$ cat src/rtl/core/rmts_pkg.sv
`timescale 1ns / 1ps
package rmts_pkg;

	// Slot store and configuration field sizes
	localparam int MAX_SLOTS = 4;
	localparam int SLOT_FW   = 2;
	localparam int CFG_W     = 16;
	localparam int APB_DW    = 32;
	localparam int APB_AW    = 5;
	localparam int REG_IDX_W = 3;
	localparam int SEG_W     = 32;

	// Priority compare runs one bit wider so "no candidate" sits above every period
	localparam int PRIO_W = CFG_W + 1;
	localparam logic [PRIO_W-1:0] NO_PRIORITY = {1'b1, {CFG_W{1'b0}}};

	// Low bit of the register index selects burst or period
	localparam logic REG_KIND_BURST  = 1'b0;
	localparam logic REG_KIND_PERIOD = 1'b1;

	// Commands from the controller to the datapath
	typedef struct packed {
		logic               scan_init;
		logic               scan;
		logic [SLOT_FW-1:0] slot;
		logic               commit_tick;
		logic               commit_end;
	} cmd_t;

endpackage

$ cat src/rtl/core/rmts_regs.sv
`timescale 1ns / 1ps
module rmts_regs (
	input  logic                          clk,
	input  logic                          arst_n,
	input  logic                          psel,
	input  logic                          penable,
	input  logic                          pwrite,
	input  logic [rmts_pkg::APB_AW-1:0]   paddr,
	input  logic [rmts_pkg::APB_DW-1:0]   pwdata,
	output logic [rmts_pkg::APB_DW-1:0]   prdata,
	output logic                          pready,
	output logic [rmts_pkg::CFG_W-1:0]    burst [rmts_pkg::MAX_SLOTS],
	output logic [rmts_pkg::CFG_W-1:0]    period [rmts_pkg::MAX_SLOTS]
);
	import rmts_pkg::*;

	logic [CFG_W-1:0]     burst_q [MAX_SLOTS];
	logic [CFG_W-1:0]     period_q [MAX_SLOTS];
	logic [REG_IDX_W-1:0] reg_idx;
	logic [SLOT_FW-1:0]   reg_slot;
	logic                 wr_en;

	assign pready   = 1'b1;
	assign reg_idx  = paddr[APB_AW-1:2];
	assign reg_slot = reg_idx[REG_IDX_W-1:1];
	assign wr_en    = psel & penable & pwrite;

	// Store burst and period words, even for slots the scheduler leaves unused
	always_ff @(posedge clk or negedge arst_n) begin
		if (!arst_n) begin
			for (int i = 0; i < MAX_SLOTS; i++) begin
				burst_q[i]  <= '0;
				period_q[i] <= '0;
			end
		end else if (wr_en) begin
			if (reg_idx[0] == REG_KIND_PERIOD) begin
				period_q[reg_slot] <= pwdata[CFG_W-1:0];
			end else begin
				burst_q[reg_slot] <= pwdata[CFG_W-1:0];
			end
		end
	end

	// Read back
	always_comb begin
		unique case (reg_idx[0])
			REG_KIND_BURST:  prdata = {{(APB_DW-CFG_W){1'b0}}, burst_q[reg_slot]};
			REG_KIND_PERIOD: prdata = {{(APB_DW-CFG_W){1'b0}}, period_q[reg_slot]};
			default:         prdata = '0;
		endcase
	end

	assign burst  = burst_q;
	assign period = period_q;

endmodule

$ cat src/rtl/core/rmts_ctrl.sv
`timescale 1ns / 1ps
module rmts_ctrl #(
	parameter int TASK_SLOTS = 4
) (
	input  logic            clk,
	input  logic            arst_n,
	input  logic            in_valid,
	output logic            in_stall,
	input  logic            end_run,
	output logic            out_valid,
	input  logic            out_stall,
	output rmts_pkg::cmd_t  cmd
);
	import rmts_pkg::*;

	localparam int SLOT_W = (TASK_SLOTS > 1) ? $clog2(TASK_SLOTS) : 1;
	localparam logic [SLOT_W-1:0] LAST_SLOT = SLOT_W'(TASK_SLOTS - 1);

	localparam logic [1:0] ST_IDLE = 2'd0;
	localparam logic [1:0] ST_SCAN = 2'd1;
	localparam logic [1:0] ST_FIN  = 2'd2;

	logic [1:0]        state_q;
	logic [SLOT_W-1:0] cnt_q;
	logic              end_q;
	logic              out_valid_q;
	logic              accept;
	logic              can_load;

	assign in_stall  = (state_q != ST_IDLE);
	assign accept    = in_valid & ~in_stall;
	assign can_load  = ~out_valid_q | ~out_stall;
	assign out_valid = out_valid_q;

	// Sequencer: accept, step through the slots (skipped for an end-of-run word), then commit into the output word
	always_ff @(posedge clk or negedge arst_n) begin
		if (!arst_n) begin
			state_q     <= ST_IDLE;
			cnt_q       <= '0;
			end_q       <= 1'b0;
			out_valid_q <= 1'b0;
		end else begin
			// Raise the result word on commit, drop it once taken
			if (state_q == ST_FIN && can_load) begin
				out_valid_q <= 1'b1;
			end else if (out_valid_q && !out_stall) begin
				out_valid_q <= 1'b0;
			end
			unique case (state_q)
				ST_IDLE: begin
					if (accept) begin
						end_q   <= end_run;
						cnt_q   <= '0;
						state_q <= end_run ? ST_FIN : ST_SCAN;
					end
				end
				ST_SCAN: begin
					cnt_q <= cnt_q + SLOT_W'(1);
					if (cnt_q == LAST_SLOT) begin
						state_q <= ST_FIN;
					end
				end
				ST_FIN: begin
					if (can_load) begin
						state_q <= ST_IDLE;
					end
				end
				default: state_q <= ST_IDLE;
			endcase
		end
	end

	// Drive datapath commands
	always_comb begin
		cmd             = '0;
		cmd.scan_init   = accept;
		cmd.scan        = (state_q == ST_SCAN);
		cmd.slot        = SLOT_FW'(cnt_q);
		cmd.commit_tick = (state_q == ST_FIN) && can_load && !end_q;
		cmd.commit_end  = (state_q == ST_FIN) && can_load && end_q;
	end

	a_tick_scans: assert property (@(posedge clk) disable iff (!arst_n)
		accept && !end_run |=> state_q == ST_SCAN)
		else $error("tick word did not enter the slot scan");

	a_cnt_range: assert property (@(posedge clk) disable iff (!arst_n)
		state_q == ST_SCAN |-> cnt_q <= LAST_SLOT)
		else $error("slot counter beyond last slot");

	a_result_from_fin: assert property (@(posedge clk) disable iff (!arst_n)
		$rose(out_valid_q) |-> $past(state_q) == ST_FIN)
		else $error("result word raised outside commit");

endmodule

$ cat src/rtl/core/rmts_dp.sv
`timescale 1ns / 1ps
module rmts_dp #(
	parameter int TASK_SLOTS = 4,
	parameter int TIME_WIDTH = 32
) (
	input  logic                          clk,
	input  logic                          arst_n,
	input  rmts_pkg::cmd_t                cmd,
	input  logic [rmts_pkg::CFG_W-1:0]    burst [rmts_pkg::MAX_SLOTS],
	input  logic [rmts_pkg::CFG_W-1:0]    period [rmts_pkg::MAX_SLOTS],
	output logic [rmts_pkg::SLOT_FW-1:0]  running_slot,
	output logic                          running_idle,
	output logic                          segment_done,
	output logic [rmts_pkg::SLOT_FW-1:0]  segment_slot,
	output logic                          segment_was_idle,
	output logic [rmts_pkg::SEG_W-1:0]    segment_start,
	output logic [rmts_pkg::SEG_W-1:0]    segment_end
);
	import rmts_pkg::*;

	localparam int SLOT_W = (TASK_SLOTS > 1) ? $clog2(TASK_SLOTS) : 1;

	logic [TIME_WIDTH-1:0] time_q;
	logic [TIME_WIDTH-1:0] seg_start_q;
	logic                  last_idle_q;
	logic [SLOT_FW-1:0]    last_slot_q;
	logic [CFG_W-1:0]      rem_q [TASK_SLOTS];
	logic [TIME_WIDTH-1:0] next_q [TASK_SLOTS];
	logic [PRIO_W-1:0]     best_q;
	logic                  cand_idle_q;
	logic [SLOT_FW-1:0]    cand_slot_q;

	logic [SLOT_W-1:0]     idx;
	logic [SLOT_W-1:0]     cand_idx;
	logic [CFG_W-1:0]      cur_period;
	logic [CFG_W-1:0]      cur_burst;
	logic                  release_hit;
	logic [CFG_W-1:0]      rem_eff;
	logic                  wins;
	logic                  sel_change;
	logic                  close_seg;

	// Release check and priority compare for the slot under scan
	assign idx         = cmd.slot[SLOT_W-1:0];
	assign cand_idx    = cand_slot_q[SLOT_W-1:0];
	assign cur_period  = period[cmd.slot];
	assign cur_burst   = burst[cmd.slot];
	assign release_hit = (cur_period != '0) && (time_q == next_q[idx]);
	assign rem_eff     = release_hit ? cur_burst : rem_q[idx];
	assign wins        = (cur_period != '0) && (rem_eff != '0) && ({1'b0, cur_period} < best_q);

	// A change of selection closes a segment except at time zero
	assign sel_change  = (cand_idle_q != last_idle_q) ||
	                     (!cand_idle_q && (cand_slot_q != last_slot_q));
	assign close_seg   = (time_q != '0) && sel_change;

	// Per-slot state: release, then take one tick from the winner
	always_ff @(posedge clk or negedge arst_n) begin
		if (!arst_n) begin
			for (int i = 0; i < TASK_SLOTS; i++) begin
				rem_q[i]  <= '0;
				next_q[i] <= '0;
			end
		end else if (cmd.scan) begin
			if (release_hit) begin
				rem_q[idx]  <= cur_burst;
				next_q[idx] <= next_q[idx] + TIME_WIDTH'(cur_period);
			end
		end else if (cmd.commit_tick && !cand_idle_q) begin
			rem_q[cand_idx] <= rem_q[cand_idx] - CFG_W'(1);
		end
	end

	// Running best candidate
	always_ff @(posedge clk or negedge arst_n) begin
		if (!arst_n) begin
			best_q      <= NO_PRIORITY;
			cand_idle_q <= 1'b1;
			cand_slot_q <= '0;
		end else if (cmd.scan_init) begin
			best_q      <= NO_PRIORITY;
			cand_idle_q <= 1'b1;
			cand_slot_q <= '0;
		end else if (cmd.scan && wins) begin
			best_q      <= {1'b0, cur_period};
			cand_idle_q <= 1'b0;
			cand_slot_q <= cmd.slot;
		end
	end

	// Time, open segment and last selection
	always_ff @(posedge clk or negedge arst_n) begin
		if (!arst_n) begin
			time_q      <= '0;
			seg_start_q <= '0;
			last_idle_q <= 1'b1;
			last_slot_q <= '0;
		end else if (cmd.commit_tick) begin
			time_q      <= time_q + TIME_WIDTH'(1);
			last_idle_q <= cand_idle_q;
			last_slot_q <= cand_slot_q;
			if (close_seg) begin
				seg_start_q <= time_q;
			end
		end
	end

	// Low word of the times for the segment report
	logic [SEG_W-1:0] time_lo;
	logic [SEG_W-1:0] seg_start_lo;
	if (TIME_WIDTH >= SEG_W) begin : g_wide_time
		assign time_lo      = time_q[SEG_W-1:0];
		assign seg_start_lo = seg_start_q[SEG_W-1:0];
	end else begin : g_narrow_time
		assign time_lo      = {{(SEG_W-TIME_WIDTH){1'b0}}, time_q};
		assign seg_start_lo = {{(SEG_W-TIME_WIDTH){1'b0}}, seg_start_q};
	end

	// Output word register
	always_ff @(posedge clk) begin
		if (cmd.commit_tick) begin
			running_slot     <= cand_idle_q ? '0 : cand_slot_q;
			running_idle     <= cand_idle_q;
			segment_done     <= close_seg;
			segment_slot     <= (close_seg && !last_idle_q) ? last_slot_q : '0;
			segment_was_idle <= close_seg && last_idle_q;
			segment_start    <= close_seg ? seg_start_lo : '0;
			segment_end      <= close_seg ? time_lo : '0;
		end else if (cmd.commit_end) begin
			running_slot     <= '0;
			running_idle     <= 1'b1;
			segment_done     <= 1'b1;
			segment_slot     <= last_idle_q ? '0 : last_slot_q;
			segment_was_idle <= last_idle_q;
			segment_start    <= seg_start_lo;
			segment_end      <= time_lo;
		end
	end

	a_time_advance: assert property (@(posedge clk) disable iff (!arst_n)
		cmd.commit_tick |=> time_q == $past(time_q) + TIME_WIDTH'(1))
		else $error("time did not advance on a tick");

	a_end_keeps_time: assert property (@(posedge clk) disable iff (!arst_n)
		cmd.commit_end |=> $stable(time_q) && $stable(seg_start_q))
		else $error("end of run altered scheduler state");

endmodule

$ cat src/rtl/core/rate_monotonic_tick_scheduler.sv
`timescale 1ns / 1ps
// Channel   Direction  Handshake             Word
// in        sink       in_valid / in_stall   end_run
// out       source     out_valid / out_stall running_slot .. segment_end
// cfg       APB slave  psel/penable/pready   burst and period per slot
//
// A tick word is accepted, then each slot passes in turn through the shared
// release-and-compare unit, and the word is committed. An end-of-run word is
// committed straight after acceptance. Only one word is in flight at a time.
// Reset clears all slot state, the time counter and the configuration.
// A result held under out_stall stalls the commit, not the acceptance of the next word.
module rate_monotonic_tick_scheduler #(
	parameter int TASK_SLOTS = 4,
	parameter int TIME_WIDTH = 32
) (
	input  logic                          clk,
	input  logic                          arst_n,
	input  logic                          in_valid,
	output logic                          in_stall,
	input  logic                          end_run,
	output logic                          out_valid,
	input  logic                          out_stall,
	output logic [rmts_pkg::SLOT_FW-1:0]  running_slot,
	output logic                          running_idle,
	output logic                          segment_done,
	output logic [rmts_pkg::SLOT_FW-1:0]  segment_slot,
	output logic                          segment_was_idle,
	output logic [rmts_pkg::SEG_W-1:0]    segment_start,
	output logic [rmts_pkg::SEG_W-1:0]    segment_end,
	input  logic                          psel,
	input  logic                          penable,
	input  logic                          pwrite,
	input  logic [rmts_pkg::APB_AW-1:0]   paddr,
	input  logic [rmts_pkg::APB_DW-1:0]   pwdata,
	output logic [rmts_pkg::APB_DW-1:0]   prdata,
	output logic                          pready
);
	import rmts_pkg::*;

	cmd_t             cmd;
	logic [CFG_W-1:0] burst [MAX_SLOTS];
	logic [CFG_W-1:0] period [MAX_SLOTS];

	rmts_regs u_regs (
		.clk     (clk),
		.arst_n  (arst_n),
		.psel    (psel),
		.penable (penable),
		.pwrite  (pwrite),
		.paddr   (paddr),
		.pwdata  (pwdata),
		.prdata  (prdata),
		.pready  (pready),
		.burst   (burst),
		.period  (period)
	);

	rmts_ctrl #(
		.TASK_SLOTS (TASK_SLOTS)
	) u_ctrl (
		.clk       (clk),
		.arst_n    (arst_n),
		.in_valid  (in_valid),
		.in_stall  (in_stall),
		.end_run   (end_run),
		.out_valid (out_valid),
		.out_stall (out_stall),
		.cmd       (cmd)
	);

	rmts_dp #(
		.TASK_SLOTS (TASK_SLOTS),
		.TIME_WIDTH (TIME_WIDTH)
	) u_dp (
		.clk              (clk),
		.arst_n           (arst_n),
		.cmd              (cmd),
		.burst            (burst),
		.period           (period),
		.running_slot     (running_slot),
		.running_idle     (running_idle),
		.segment_done     (segment_done),
		.segment_slot     (segment_slot),
		.segment_was_idle (segment_was_idle),
		.segment_start    (segment_start),
		.segment_end      (segment_end)
	);

endmodule
$ cat config.mk
export PLATFORM = sky130hd
export DESIGN_NAME = rate_monotonic_tick_scheduler
export DESIGN_NICKNAME = d
export VERILOG_FILES = /design/src/rtl/core/rmts_pkg.sv /design/src/rtl/core/rmts_regs.sv /design/src/rtl/core/rmts_ctrl.sv /design/src/rtl/core/rmts_dp.sv /design/src/rtl/core/rate_monotonic_tick_scheduler.sv
export SDC_FILE = /design/constraint.sdc
export NUM_CORES = 1
export LEC_CHECK = 0
export ABC_AREA = 1
export BUFFER_PORTS_ARGS = -buffer_cell sky130_fd_sc_hd__buf_2
export CORE_MARGIN = 2
export CORE_UTILIZATION = 45
export DETAILED_ROUTE_END_ITERATION = 8
export SYNTH_ARGS = -nofsm -noshare
export SYNTH_HDL_FRONTEND = slang
export SYNTH_SLANG_ARGS = --single-unit
$ cat constraint.sdc
create_clock -name clk -period 12.4 [get_ports clk]
set_input_delay 0 -clock clk [delete_from_list [all_inputs] [get_ports clk]]
set_output_delay 0 -clock clk [all_outputs]
set_load 0.005 [all_outputs]
==> results of run 1 <==
worst paths after layout:
path / startpoint / endpoint / slack, ns
worst min-delay path: arst_n / u_regs.burst[7]$_DFFE_PN0P_ / 0.02
worst max register to register: u_ctrl.cnt_q[0]$_DFFE_PN0P_ / u_dp.best_q[10]$_DFFE_PN0P_ / 6.96
worst min register to register: u_dp.rem_q[37]$_DFFE_PN0P_ / u_dp.rem_q[37]$_DFFE_PN0P_ / 0.47
worst max-delay path: u_ctrl.cnt_q[0]$_DFFE_PN0P_ / u_dp.best_q[10]$_DFFE_PN0P_ / 6.96
max in group asynchronous: arst_n / u_ctrl.state_q[1]$_DFFE_PN0P_ / 10.73
min in group clk: end_run / u_ctrl.state_q[0]$_DFFE_PN0P_ / 0.17
sequential cells by signal, summed over array words and instances (netlist names), 16 cells and up:
| register | count |
|---|---|
| u_dp.time_lo | 32 |
| u_dp.next_q | 128 |
| u_regs.period | 64 |
| u_regs.burst | 64 |
| u_dp.seg_start_lo | 32 |
| u_dp.segment_start | 32 |
| u_dp.best_q | 16 |
| u_dp.segment_end | 32 |
| u_dp.rem_q | 64 |
critical path, stage by stage, from the launching register on:
cell and delay [ns]:
dfrtp_4 0.73, inv_4 0.73, buf_4 0.86, nand2_1 0.12, nand3_1 0.12, nand2_1 0.15, inv_1 0.17, ha_1 0.26
a21oi_1 0.15, nor2_1 0.05, nor3_1 0.13, nand2_1 0.09, nand2_1 0.06, nand2_1 0.05, nand2_1 0.05, nand2_1 0.08
a21oi_2 0.82, nand3_4 0.36, nand3_1 0.17, nand2_1 0.09
timing repair:
item | CTS | global route
hold buffers | 20 | 0
hold endpoints to repair | 236 | 0
setup endpoints to repair | 0 | 0
layout make-up:
type	instances	area share
clock buffer	77	0.0545
sequential	483	0.433
timing repair buffer	165	0.0356
tap	756	0.0329
multi-input combinational	2485	0.400
clock inverter	25	0.0103
inverter	258	0.0338
through the flow:
step / total power, W / setup slack, ns / utilization / hold WS [ns]
after global placement: 0.00415 / 7.11 / 0.473 / 0.129
after detailed placement: 0.00417 / 7.05 / 0.473 / 0.136
after CTS: 0.00586 / 7.02 / 0.509 / 0.0666
after floorplan: 0.00348 / 8.32 / - / -0.296
after global routing: 0.00622 / 6.60 / 0.509 / 0.105
final: 0.00585 / 6.96 / 0.509 / 0.0151
cells by family (layout without fill, tap and decap cells):
group,after synthesis,in the layout,share of synthesized area
other cells,2,17,0.000292
flops,483,483,0.484
fa+ha+maj,39,39,0.0193
xor+xnor,68,68,0.0232
simple gates,2018,2018,0.326
compound gates,343,343,0.0752
buf+inv,439,525,0.0722
where the power goes:
part / switching, W / leakage (nW) / total, W / internal (W)
sequential: 0.000179 / 6.11 / 0.00205 / 0.00187
combinational: 0.00155 / 7.40 / 0.00213 / 0.000585
clock: 0.000680 / 0.920 / 0.00167 / 0.000986
layout by cell type (no fill, tap or decap), drive strengths merged, types with 3 or more instances in the layout:
cell type	n
clkbuf	77
o21ai	202
buf	145
xnor2	10
a211oi	7
xor2	58
and3	3
clkinv	27
o22ai	40
nand4	59
nor4	10
a22oi	35
inv	250
a31oi	16
nor3	34
ha	38
nor2	196
nand2	1283
nand3	430
a21oi	35
dfrtp	410
dlygate4sd3	20
bufinv	5
conb	17
edfxtp	71
metal layers:
metal | wire length [um] | vias up | GRT usage
li1 | - | 11100 | -
met1 | 35600 | 11100 | 0.387
met2 | 34600 | 938 | 0.407
met3 | 6650 | 117 | 0.0458
met4 | 1780 | 0 | 0.0696
met5 | 0 | - | 0
==> results.tsv, run 1 <==
metric	value	unit
status	finished clean	
clkTransAtPathRegs	0.06	ns
grt_pass1_wl	124	mm
fin_skew	0.0345	ns
via_count	23300	
wl_per_cell	18.5	um
critPathLaunchType	register	
finalHoldViolations	0	
syn_inst	3392	
irDropWorstVdd	0.134	mV
core	56500	sq um
postSynth.asyncResetShare	0.853	
firstDrtPassIters	6	
cts.htree.levels	2	
fin_crit_sh	0.439	
final_max_slew_viol_count	0	
clkSinkCount	483	
ys_types	46	
min_path_type	input port to async pin	
ff_latch_area	12400	sq um
cap_violations	0	
place_area	26700	sq um
cts_resized	0	
fill_cells	5486	
crit_fanout	69	
nets	3531	
ios	151	
synthFlopType	dfrtp_1	
ys_top_cells_by_area	dfrtp_1, nand2_1, nand3_1, edfxtp_1, o21ai_0	
grt_antenna_before_repair	0	
rsz0062_at_grt	false	
rows	87	
drc_errors	0	
multi_input_comb_area	11500	sq um
worst_pin_slew	1.08	ns
portBuffers	115	
synth_area_leader_cell	dfrtp_1	
finalSetupViolations	0	
die_h	243	um
dp_hpwl	51.0	mm
max_freq	184	MHz
grt_max_degree	154	
root_buffer	clkbuf_16	
viasPerCell	5.48	
netlist_area	25700	sq um
synth.avg_cell_area	7.58	sq um
cts_buffers	54	
dp_cells	4127	
endpoint_kind	register	
clock_latency	0.62	ns
grt_use_total	0.265	
area_delta_synth_final	11.8	%
reg2reg_depth	19	
worst_ep_arrival_time	5.94	ns
start_util	0.455	
synth_top_area_frac	0.399	
finalCriticalPeriod	5.44	ns
setup_tns	0	ns
synth.cells.most_frequent	nand2_1, nand3_1, dfrtp_1, inv_1, o21ai_0	
required	12.90	ns
first_iter_violations	2558	
routed_wl	78.7	mm
worst-setup-path-type	register to register	
post_cts.repair.setup_buffers	0	
fp.dieArea	59100	sq um
yosysWarnings	0	
synth_seq_cells	483	
gp_congestion	0.921	
fin_cells	4249	
final_antenna_net_count	0	
yosysMostFrequentCell	nand2_1	
ys_seq_area_frac	0.484	
leakagePower	14.4	nW
cts_tree	yes	
relSlewSlack	0.278	
drive_gt1_frac	0.0762	
stdcell_area	28800	sq um
synth-edff-count	71	
diodes	0	
cts_buffer_depth	3	
grt_pass1_vias	21900	
globalRoute.totalOverflow	0	
die_w	243	um
power-per-cell-area	204	nW/um^2
(Power assumes the default switching activity.)
==> run 2: changes to the inputs <==
ABC_AREA = 0   (was 1)
clock period = 5.4 ns   (was 12.4 ns; I/O delays follow)
==> run 2 against run 1 <==
Combinational power up 62%; synthesized cell count is 46% lower; synthesized area shrank 4.0%; setup slack got worse by 5.9 ns; largest cell class unchanged; highest routed layer is now met5.
==> results.tsv, run 2 <==
metric	value	unit	change
routed_wl	60.6	mm	-23%
synth_top_area_frac	0.415		+0.0164
postSynth.asyncResetShare	0.853		unchanged
crit_buf_inv	1		-2
cap_violations	0		unchanged
root_buffer	clkbuf_16		
r2r-start	u_ctrl.cnt_q[1]$_DFFE_PN0P_		
r2r-end	u_dp.next_q[83]$_DFFE_PN0P_		
synth_area_leader_cell	dfrtp_1		
worst-setup-path-type	register to register		
r2r_setup_slack	1.02	ns	-5.94 ns
die_w	238	um	-2.0%
min_path_type	input port to async pin		
crit_end	u_dp.next_q[83]$_DFFE_PN0P_		
required	5.85	ns	-7.05 ns
cts.htree.levels	2		unchanged
relSlewSlack	0.231		-0.0474
die_h	238	um	-2.0%
cts_tree	yes		
largest_reg_flops	128		unchanged
path_depth	12		-7
crit_fanout	29		-58%
dp_slack	1.07	ns	-5.98 ns
synth.cells.most_frequent	dfrtp_1, mux2_2, mux4_2, nand2_1, xnor2_1		
dp_hpwl	40.6	mm	-21%
total_power	0.0116	W	+98%
synth-edff-count	71		unchanged
syn_inst	1845		-46%
power-per-cell-area	416	nW/um^2	+100%
gp_congestion	0.874		-5.0%
globalRoute.totalOverflow	0		unchanged
cpMostUsedCell	o21ai_0		
area_delta_synth_final	12.7	%	
cp-startpoint	u_ctrl.cnt_q[1]$_DFFE_PN0P_		
ys_types	66		+43%
finalHoldViolations	0		unchanged
clkSinkCount	483		unchanged
grt_max_degree	162		+5.2%
fin_skew	0.0602	ns	+0.0257 ns
cts_buffers	52		-3.7%
worst_pin_slew	1.15	ns	+0.0695 ns
wl_per_cell	22.5	um	+21%
fin_crit_sh	0.812		+0.373
critPathLaunchType	register		
finalCriticalPeriod	4.38	ns	-1.06 ns
slowest_stage	dfrtp_4		
reg2reg_depth	12		-7
final_antenna_net_count	0		unchanged
grt_antenna_before_repair	1		+1
ys_seq_area_frac	0.504		+0.0199
cp_slowest_stage_delay	0.75	ns	-0.11 ns
setup_tns	0	ns	unchanged
core	54000	sq um	-4.4%
via_count	15500		-33%
cpLargestDelayFamily	compound AO/OA/AOI/OAI gates		
fill_cells	4649		-15%
nets	2041		-42%
fp.dieArea	56800	sq um	-3.9%
endpoint_kind	register		
finalSetupViolations	0		unchanged
portBuffers	115		unchanged
synthFlopType	dfrtp_1		
ff_latch_area	12500	sq um	about the same
clkTransAtPathRegs	0.06	ns	about the same
rows	85		-2.3%
synth.avg_cell_area	13.4	sq um	+77%
worst_ep_arrival_time	4.83	ns	-1.11 ns
final_cell_mix	dfrtp_1, mux2_2, buf_2		
irDropWorstVdd	0.293	mV	+120%
setup_slack	1.02	ns	-5.94 ns
rsz0062_at_grt	false		
crit_chain	mux2_2, o21ai_0, inv_1, ha_1, a21o_1, a21oi_1, o21ai_0, o2bb2ai_1, o21ai_0, nor2_1, xor2_1, mux2_2		
clock_latency	0.62	ns	about the same
cts_buffer_depth	3		unchanged
yosysWarnings	0		unchanged
yosysMostFrequentCell	dfrtp_1		
grt_pass1_vias	16500		-25%
ys_top_cells_by_area	dfrtp_1, mux2_2, mux4_2, edfxtp_1, xnor2_1		
start_util	0.457		+0.00200
drive_gt1_frac	0.369		+0.293
netlist_area	24700	sq um	-4.0%
synth_seq_cells	483		unchanged
max_freq	228	MHz	+24%
diodes	0		unchanged
final_common_cell	dfrtp_1		
multi_input_comb_area	11500	sq um	+0.25%
grt_use_total	0.219		-0.0459
firstDrtPassIters	5		-1
viasPerCell	5.75		+5.0%
largest-register	u_dp.next_q		
final_max_slew_viol_count	0		unchanged
ios	151		unchanged
fin_util	0.515		+0.00636
drc_errors	0		unchanged
grt_pass1_wl	96.6	mm	-22%
leakagePower	12.5	nW	-13%
status	finished clean		
first_iter_violations	972		-62%
cts_resized	0		unchanged
run 2: cell types whose count changed after synthesis, sizes merged, moves of 22 or more:
cell / previous run / this run
a22oi: 35 / 0
and2: 0 / 75
buf: 85 / 63
clkbuf: 96 / 65
inv: 250 / 37
mux2: 0 / 386
mux4: 0 / 104
nand2: 1283 / 99
nand3: 430 / 27
nand4: 59 / 22
nor2: 196 / 50
o21ai: 202 / 56
xnor2: 10 / 79
xor2: 58 / 27
run 2: kinds of logic (layout without fill, tap and decap cells):
kind of cell               Yosys count  after routing  share of synthesized area
and+or+nand+nor                    370            370                     0.0801
AOI/OAI and AO/OA                  176            176                     0.0434
other                                2             17                   0.000304
adders and majority gates           39             39                     0.0201
buffers and inverters              165            304                     0.0324
muxes                              504            504                      0.283
DFF                                483            483                      0.504
xor gates and xnor gates           106            106                     0.0376
run 2: worst reg2reg max path: cells and delay by family (launching register included):
kind,cells,cell delay (ns)
xor+xnor,1,0.20
mux,2,0.69
fa+ha+maj,1,0.34
compound gates,6,1.94
flops,1,0.75
buf+inv,1,0.20
simple gates,1,0.11
run 2: power breakdown:
| part | switching, W | internal, W | total (W) |
|---|---|---|---|
| sequential | 0.000385 | 0.00417 | 0.00456 |
| clock | 0.00150 | 0.00208 | 0.00358 |
| combinational | 0.00198 | 0.00148 | 0.00346 |
| total | 0.00386 | 0.00773 | 0.0116 |
run 2: area by class of cell:
| type | count | share of cell area |
|---|---|---|
| clock inverter | 19 | 0.00674 |
| multi-input combinational | 1212 | 0.414 |
| tap | 696 | 0.0313 |
| timing repair buffer | 171 | 0.0402 |
| sequential | 483 | 0.447 |
| clock buffer | 77 | 0.0555 |
| inverter | 37 | 0.00499 |
run 2: worst min path at each step:
stage                  from                       endpoint  slack, ns  cells after the start
global placement     arst_n   u_dp.next_q[115]$_DFFE_PN0P_       0.15                      1
floorplan            arst_n    u_ctrl.cnt_q[0]$_DFFE_PN0P_      -0.30                      0
finish               arst_n     u_dp.next_q[6]$_DFFE_PN0P_       0.07                      2
global route        penable  u_regs.period[21]$_DFFE_PN0P_        0.1                      4
detailed placement   arst_n   u_dp.next_q[115]$_DFFE_PN0P_       0.16                      1
CTS                 penable   u_regs.period[5]$_DFFE_PN0P_       0.04                      4
run 2: per-stage QoR:
| stage | instance area (sq um) | cells | hold slack, ns |
|---|---|---|---|
| final | 27900 | 2695 | 0.0679 |
| after global routing | 27900 | 2695 | 0.0953 |
| after CTS | 27900 | 2695 | 0.0447 |
| after detailed placement | 25900 | 2579 | 0.155 |
| after global placement | 25900 | 2579 | 0.154 |
| after floorplan | 24800 | 1860 | -0.296 |
run 2: metal layers:
layer,global-route usage,routed length [um],part of all wire
met4,0.0538,1230,0.020
met5,0,13,0.00021
met3,0.0396,2880,0.048
met2,0.369,30000,0.49
met1,0.295,26500,0.44
run 2: what timing repair did:
item / 4_1_cts / 5_1_grt
buffers inserted: 0 / 0
hold buffers: 20 / 0
setup endpoints to repair: 0 / 0
endpoints found under the hold margin: 261 / 0
